### config.mk
export PLATFORM = sky130hd
export DESIGN_NAME = oss_ctrl
export DESIGN_NICKNAME = d
export VERILOG_FILES = /design/src/rtl/oss_pkg.sv /design/src/rtl/oss_ctrl.sv
export SDC_FILE = /design/constraint.sdc
export NUM_CORES = 1
export LEC_CHECK = 0
export BUFFER_PORTS_ARGS = -buffer_cell sky130_fd_sc_hd__buf_2
export CORE_UTILIZATION = 57
export DETAILED_ROUTE_END_ITERATION = 8
export PLACE_DENSITY = 0.84
export SETUP_SLACK_MARGIN = 0.1
export SYNTH_ARGS = -nofsm -noshare
export SYNTH_HDL_FRONTEND = slang
export SYNTH_SLANG_ARGS = --single-unit
### constraint.sdc
create_clock -name clk -period 4 [get_ports clk]
set_input_delay 0.6 -clock clk [delete_from_list [all_inputs] [get_ports clk]]
set_output_delay 0.6 -clock clk [all_outputs]
set_load 0.01 [all_outputs]
### src/rtl/oss_pkg.sv
// Shared types and constants for the odd-only segmented prime sieve.
// No dependencies; imported by every module of the block.
package oss_pkg;

  localparam int LIMIT_W    = 21;
  localparam int IDX_W      = 6;
  localparam int RCNT_W     = 7;
  localparam int CFG_W      = 7;
  localparam int CFG_AW     = 1;
  localparam int ELEM_W     = 19;
  localparam int MARK_AW    = 19;
  localparam int MARK_DEPTH = 1 << MARK_AW;
  localparam int BASE_AW    = 9;
  localparam int BASE_DEPTH = 1 << BASE_AW;
  localparam int ROOT_W     = 11;
  localparam int Q_W        = 11;
  localparam int J_W        = 12;
  localparam int SQ_W       = 22;
  localparam int KW         = 20;
  localparam int COUNT_W    = 20;
  localparam int DVD_W      = 25;
  localparam int DVS_W      = 11;
  localparam int DCNT_W     = 5;
  localparam int TDATA_W    = 24;

  localparam logic [LIMIT_W-1:0] MAX_LIMIT  = LIMIT_W'(1048576);
  localparam logic [RCNT_W-1:0]  MAX_SLICES = RCNT_W'(64);

  // configuration register indexes
  localparam logic [CFG_AW-1:0] CFG_RANK_INDEX = 1'b0;
  localparam logic [CFG_AW-1:0] CFG_RANK_COUNT = 1'b1;

  // divider operand selection
  localparam logic [1:0] DIV_LO  = 2'd0;
  localparam logic [1:0] DIV_HI  = 2'd1;
  localparam logic [1:0] DIV_MOD = 2'd2;

  typedef struct packed {
    logic       init_step;
    logic       load;
    logic       setup;
    logic       prod;
    logic       sqrt_step;
    logic       div_go;
    logic [1:0] div_sel;
    logic       lo_take;
    logic       hi_take;
    logic       bclr_step;
    logic       bread;
    logic       bsetup;
    logic       bmark_step;
    logic       k_direct;
    logic       mod_take;
    logic       smark_step;
    logic       next_base;
    logic       count_init;
    logic       count_step;
    logic       out_load;
  } dp_cmd_t;

  typedef struct packed {
    logic init_last;
    logic empty;
    logic sqrt_last;
    logic div_done;
    logic base_last;
    logic base_marked;
    logic bmark_end;
    logic need_mod;
    logic k_end;
    logic out_valid;
  } dp_sts_t;

endpackage

### src/rtl/oss_ctrl.sv
// Sequencer for the sieve: steps the datapath through each request.
// Depends on oss_pkg for the command and status structs.
module oss_ctrl import oss_pkg::*; (
  input  logic    clk,
  input  logic    rst,
  input  logic    in_valid,
  output logic    in_ready,
  input  dp_sts_t sts,
  output dp_cmd_t cmd
);

  typedef enum logic [19:0] {
    ST_INIT   = 20'h00001,
    ST_IDLE   = 20'h00002,
    ST_SETUP  = 20'h00004,
    ST_PROD   = 20'h00008,
    ST_SQRT   = 20'h00010,
    ST_LOGO   = 20'h00020,
    ST_LOW    = 20'h00040,
    ST_HIGO   = 20'h00080,
    ST_HIW    = 20'h00100,
    ST_BCLR   = 20'h00200,
    ST_BREAD  = 20'h00400,
    ST_BWAIT  = 20'h00800,
    ST_BMARK  = 20'h01000,
    ST_KSET   = 20'h02000,
    ST_MODW   = 20'h04000,
    ST_SMARK  = 20'h08000,
    ST_NEXT   = 20'h10000,
    ST_COUNT  = 20'h20000,
    ST_CDRAIN = 20'h40000,
    ST_DONE   = 20'h80000
  } state_t;

  state_t state, state_next;

  assign in_ready = (state == ST_IDLE);

  always_ff @(posedge clk) begin
    if (rst) state <= ST_INIT;
    else     state <= state_next;
  end

  always_comb begin
    cmd        = '0;
    state_next = state;
    case (state)
      ST_INIT: begin
        cmd.init_step = 1'b1;
        if (sts.init_last) state_next = ST_IDLE;
      end
      ST_IDLE: begin
        if (in_valid) begin
          cmd.load   = 1'b1;
          state_next = ST_SETUP;
        end
      end
      ST_SETUP: begin
        cmd.setup  = 1'b1;
        state_next = ST_PROD;
      end
      ST_PROD: begin
        if (sts.empty) begin
          cmd.count_init = 1'b1;
          state_next     = ST_DONE;
        end else begin
          cmd.prod   = 1'b1;
          state_next = ST_SQRT;
        end
      end
      ST_SQRT: begin
        cmd.sqrt_step = 1'b1;
        if (sts.sqrt_last) state_next = ST_LOGO;
      end
      ST_LOGO: begin
        cmd.div_go  = 1'b1;
        cmd.div_sel = DIV_LO;
        state_next  = ST_LOW;
      end
      ST_LOW: begin
        if (sts.div_done) begin
          cmd.lo_take = 1'b1;
          state_next  = ST_HIGO;
        end
      end
      ST_HIGO: begin
        cmd.div_go  = 1'b1;
        cmd.div_sel = DIV_HI;
        state_next  = ST_HIW;
      end
      ST_HIW: begin
        if (sts.div_done) begin
          cmd.hi_take = 1'b1;
          state_next  = ST_BCLR;
        end
      end
      ST_BCLR: begin
        cmd.bclr_step = 1'b1;
        if (sts.base_last) state_next = ST_BREAD;
      end
      ST_BREAD: begin
        cmd.bread  = 1'b1;
        state_next = ST_BWAIT;
      end
      ST_BWAIT: begin
        if (sts.base_marked) begin
          state_next = ST_NEXT;
        end else begin
          cmd.bsetup = 1'b1;
          state_next = ST_BMARK;
        end
      end
      ST_BMARK: begin
        if (sts.bmark_end) state_next = ST_KSET;
        else               cmd.bmark_step = 1'b1;
      end
      ST_KSET: begin
        if (sts.need_mod) begin
          cmd.div_go  = 1'b1;
          cmd.div_sel = DIV_MOD;
          state_next  = ST_MODW;
        end else begin
          cmd.k_direct = 1'b1;
          state_next   = ST_SMARK;
        end
      end
      ST_MODW: begin
        if (sts.div_done) begin
          cmd.mod_take = 1'b1;
          state_next   = ST_SMARK;
        end
      end
      ST_SMARK: begin
        if (sts.k_end) state_next = ST_NEXT;
        else           cmd.smark_step = 1'b1;
      end
      ST_NEXT: begin
        if (sts.base_last) begin
          cmd.count_init = 1'b1;
          state_next     = ST_COUNT;
        end else begin
          cmd.next_base = 1'b1;
          state_next    = ST_BREAD;
        end
      end
      ST_COUNT: begin
        if (sts.k_end) state_next = ST_CDRAIN;
        else           cmd.count_step = 1'b1;
      end
      ST_CDRAIN: begin
        state_next = ST_DONE;
      end
      ST_DONE: begin
        if (!sts.out_valid) begin
          cmd.out_load = 1'b1;
          state_next   = ST_IDLE;
        end
      end
      default: state_next = ST_INIT;
    endcase
  end

endmodule

# ---- Word-level counts from Yosys, hierarchy flattened
# Index checks and enable logic that the tools add are counted.
dict set report word_totals {
  reg_bits 20
  latchBits 0
  ram_bits 0
  romBits 0
  input_bits 13
  word_cells 80
  memories 0
}
dict set report classes {
  add_sub_neg 0
  n_mul 0
  n_div 0
  magnitude_cmp 0
  n_eq_ne 31
  shift 0
  mux 47
  bitwise_logic 0
  reduce_logical 1
}
# op n
set ops {}
lappend ops {{20-bit one-hot mux with 20 select lines} 1}
lappend ops {{20-bit two-way mux} 12}
lappend ops {{1-bit two-way mux} 28}
lappend ops {{2-bit != test (second input constant)} 11}
lappend ops {{20-bit by 1-bit equality test with 1-bit output (second input constant)} 1}
lappend ops {{20-bit by 10-bit equality test with 1-bit output (second input constant)} 1}
lappend ops {{20-bit by 11-bit equality test with 1-bit output (second input constant)} 1}
lappend ops {{20-bit by 12-bit equality test with 1-bit output (second input constant)} 1}
lappend ops {{20-bit by 13-bit equality test with 1-bit output (second input constant)} 1}
lappend ops {{20-bit by 14-bit equality test with 1-bit output (second input constant)} 1}
lappend ops {{20-bit by 15-bit equality test with 1-bit output (second input constant)} 1}
lappend ops {{20-bit by 16-bit equality test with 1-bit output (second input constant)} 1}
lappend ops {{20-bit by 17-bit equality test with 1-bit output (second input constant)} 1}
lappend ops {{20-bit by 18-bit equality test with 1-bit output (second input constant)} 1}
lappend ops {{20-bit by 19-bit equality test with 1-bit output (second input constant)} 1}
lappend ops {{20-bit by 2-bit equality test with 1-bit output (second input constant)} 1}
lappend ops {{20-bit equality test (second input constant)} 1}
lappend ops {{20-bit by 3-bit equality test with 1-bit output (second input constant)} 1}
lappend ops {{20-bit by 4-bit equality test with 1-bit output (second input constant)} 1}
lappend ops {{20-bit by 5-bit equality test with 1-bit output (second input constant)} 1}
lappend ops {{20-bit by 6-bit equality test with 1-bit output (second input constant)} 1}
lappend ops {{20-bit by 7-bit equality test with 1-bit output (second input constant)} 1}
lappend ops {{20-bit by 8-bit equality test with 1-bit output (second input constant)} 1}
lappend ops {{20-bit by 9-bit equality test with 1-bit output (second input constant)} 1}
lappend ops {{other kinds (7)} 7}

# ---- Logic depth before layout (Yosys ltp)
dict set report depth {
  word_depth 3
  ltp_mapped 8
  ltp_nobuf 6
}

# ---- Worst setup path before layout
# No wires, ideal clock.
dict set report synth_path {
  path_kind {register -> output}
  startpoint {register state[13]}
  endpoint {output cmd[3] (netlist name)}
  t_arrival_ns 1.954
  required_ns 3.400
  slack_ns 1.446
  stages_incl_launch_ff 7
  path_buffers 1
  path_cell_list {dfxtp_1 -> buf_6 -> or4_4 -> nor3_4 -> nand2_2 -> nor4_1 -> and2_1}
}
# element line_no
set synth_lines {}
lappend synth_lines {{start: declaration} oss_ctrl.sv:35} ;# state_t state, state_next;
lappend synth_lines {{start signal: assignment} oss_ctrl.sv:41} ;# else state <= state_next;
lappend synth_lines {{end: declaration} oss_ctrl.sv:9} ;# output dp_cmd_t cmd

==> metrics <==
H-tree depth 1; R2R setup slack about 1.3 ns; Worst setup EP type primary output; core box area around 2500 um^2; Vias/cell ~6.5; Worst Hold End state[0]; Mapped Cells around 180; syn_nets about 190; cts repair resizes 0; Die Span X around 53 um; CTS Sinks 20; dpl hpwl about 3.2 mm; multi-input logic area around 1000 um^2; Register-to-Register Path Depth 7; cell taking the most area after synthesis dfxtp_1; leading registers by flop count state: 20 flops; Clk Tree Root Cell clkbuf_4; Hold Crit Class in -> reg; fmax 311 MHz; Hold Crit Start sts[9]; most used cell, CP nand2_1; area taken by flip-flops and latches 400 um^2; synthesized cell area roughly 1500 um^2; minimum clock period ~3.2 ns; post-route cell area ~1700 um^2; worst-margin pin slew 0.772 ns; FF-to-FF Start state[6]; Fillers 220; Clock Path Buffers 2; worst hold path stage count 2; max reg flops 20; drt first-iter violations 95; PD cells roughly 350 nW/um^2; Worst EP arrival 2.61 ns; WL per Instance 17.1 um; Pre-antenna DRT Iters 4; row count 18; largest net degree at the start of global routing 13; EDFF count, synth 0; Max-slew headroom 0.479; Reg clk slew, reported paths between 0.1 and 0.15 ns; crit path max fanout 9; hold buffer count at cts 0; number of diodes 0; initial core utilization 0.598; Worst-Skew Late Latency roughly 0.32 ns; largest reg by FF count state; Syn-to-layout area delta 14.7%; Detail Route Antenna Nets 0; Worst R2R End state[16]; Max-Cap Viols 0; synthesized area per cell 8.21 um^2; final hold vios 0; share of cells above drive strength 1 0.280; WL final between 4 and 5 mm; top-count cell post-synth dfxtp_1; CP delay by family, top simple AND/OR/NAND/NOR gates; outcome finished, final reports clean; number of global-route vias before repair around 1300; Ys Warns 0; CTS Buf Count 3; die span in y ~53 um; slowest CP cell or4_4; Final Max Tran Viols 0; Synth Register Bits 20; CP cell instances or4_4 -> nor3_4 -> nand2_2 -> nor4_1 -> nand2_1 -> nand2_1 -> buf_2; Final setup viols 0; type of origin of the critical path register; CTS tree yes; die area about 2800 um^2; setup_tns 0 ns; final worst path period share 0.804; clock skew approximately 0.0079 ns; number of port buffers 34; sequential share of the synthesized area 0.273; prevailing post-synth register cell dfxtp_1; Post-layout nets about 230; CP Buf/Inv Count 1; I/O Pins 35; top-area cell type share of the netlist area 0.273; Peak supply drop around 0.36 mV; GR Util All Layers 0.312; most frequent cells after synthesis 20 x dfxtp_1, 19 x nor2_1, 12 x inv_1; largest cells by area after synthesis dfxtp_1 27%, nor4b_1 5.4%, nor2_1 4.9%; placed instance area approximately 1600 um^2; Largest stage delay, worst path ~0.60 ns; GRT overflow 0; CP Data Required Time roughly 3.4 ns; first-pass GRT wire length about 6 mm; Setup CP Type reg -> out; async set-reset flop share out of synthesis 0; RSZ-0062 raised after global routing no; Vias 1569; Leak between 0.7 and 0.8 nW; post-synthesis cell type count 47; Post-CTS Setup Bufs 0; Final Wtd Congestion ~0.95; initial antenna violation count 0; DRC Markers 0
## worst max-delay path by stage
| stage | from | to | slack [ns] | depth (start not counted) |
|---|---|---|---|---|
| after global routing | state[1] | cmd[2] | 0.62 | 7 |
| after detailed placement | state[1] | cmd[2] | 1.19 | 7 |
| after floorplan | state[13] | cmd[3] | 1.45 | 6 |
| after global placement | state[1] | cmd[2] | 1.22 | 7 |
| final | state[12] | cmd[2] | 0.79 | 7 |
| after CTS | state[12] | cmd[2] | 0.81 | 7 |
## stage by stage
step                      setup slack [ns]  hold slack (ns)  total power (W)  cells   util
final                                0.785            0.462         0.000587    241  0.686
after detailed placement              1.19            0.588         0.000417    237  0.665
after global routing                 0.624            0.451         0.000614    241  0.686
after floorplan                       1.45            0.513         0.000370    179      -
after CTS                            0.811            0.457         0.000584    241  0.686
after global placement                1.22            0.564         0.000414    237  0.665
## kinds of logic (layout without fill, tap and decap cells)
group | Yosys count | count (layout) | synth area share
AO/OA/AOI/OAI | 31 | 31 | 0.158
XOR/XNOR | 4 | 4 | 0.0239
buffers and inverters | 19 | 51 | 0.0664
flip-flops | 20 | 20 | 0.273
AND/OR/NAND/NOR | 105 | 105 | 0.479
## routing by layer
metal,part of all wire,vias up,global-route usage,wire length [um]
met5,0,-,0,0
met4,0.017,0,0.118,70
met3,0.065,9,0.0377,266
met2,0.48,74,0.504,1970
met1,0.44,754,0.419,1810
li1,-,732,-,-
## area by class of cell
cell class	instances	share of cell area
tap	30	0.0223
clock buffer	3	0.0134
clock inverter	1	0.0178
inverter	12	0.0267
sequential	20	0.238
timing repair buffer	35	0.105
multi-input combinational	140	0.577
## layout by cell type (no fill, tap or decap), types with 3 or more instances in the layout
master	n
nand2_1	9
buf_2	34
nand4b_1	5
clkbuf_4	3
o21ai_0	6
inv_1	12
nor3_1	7
nor2b_1	3
or4_4	3
nand2b_1	5
and2_1	3
dfxtp_1	20
o31ai_1	3
a21oi_1	9
xor2_1	3
nand3_1	7
nor4_1	6
nand4_1	6
nor2_1	19
nor4b_1	9
nor3_4	3
nor3_2	3
## report_power, final
| part | total (W) | switching [W] | internal (W) | leakage (nW) |
|---|---|---|---|---|
| combinational | 0.000193 | 0.000122 | 0.0000709 | 0.580 |
| sequential | 0.000223 | 0.0000164 | 0.000207 | 0.162 |
| clock | 0.000171 | 0.0000697 | 0.000101 | 0.0279 |
Power figures use the tool's default switching activity.
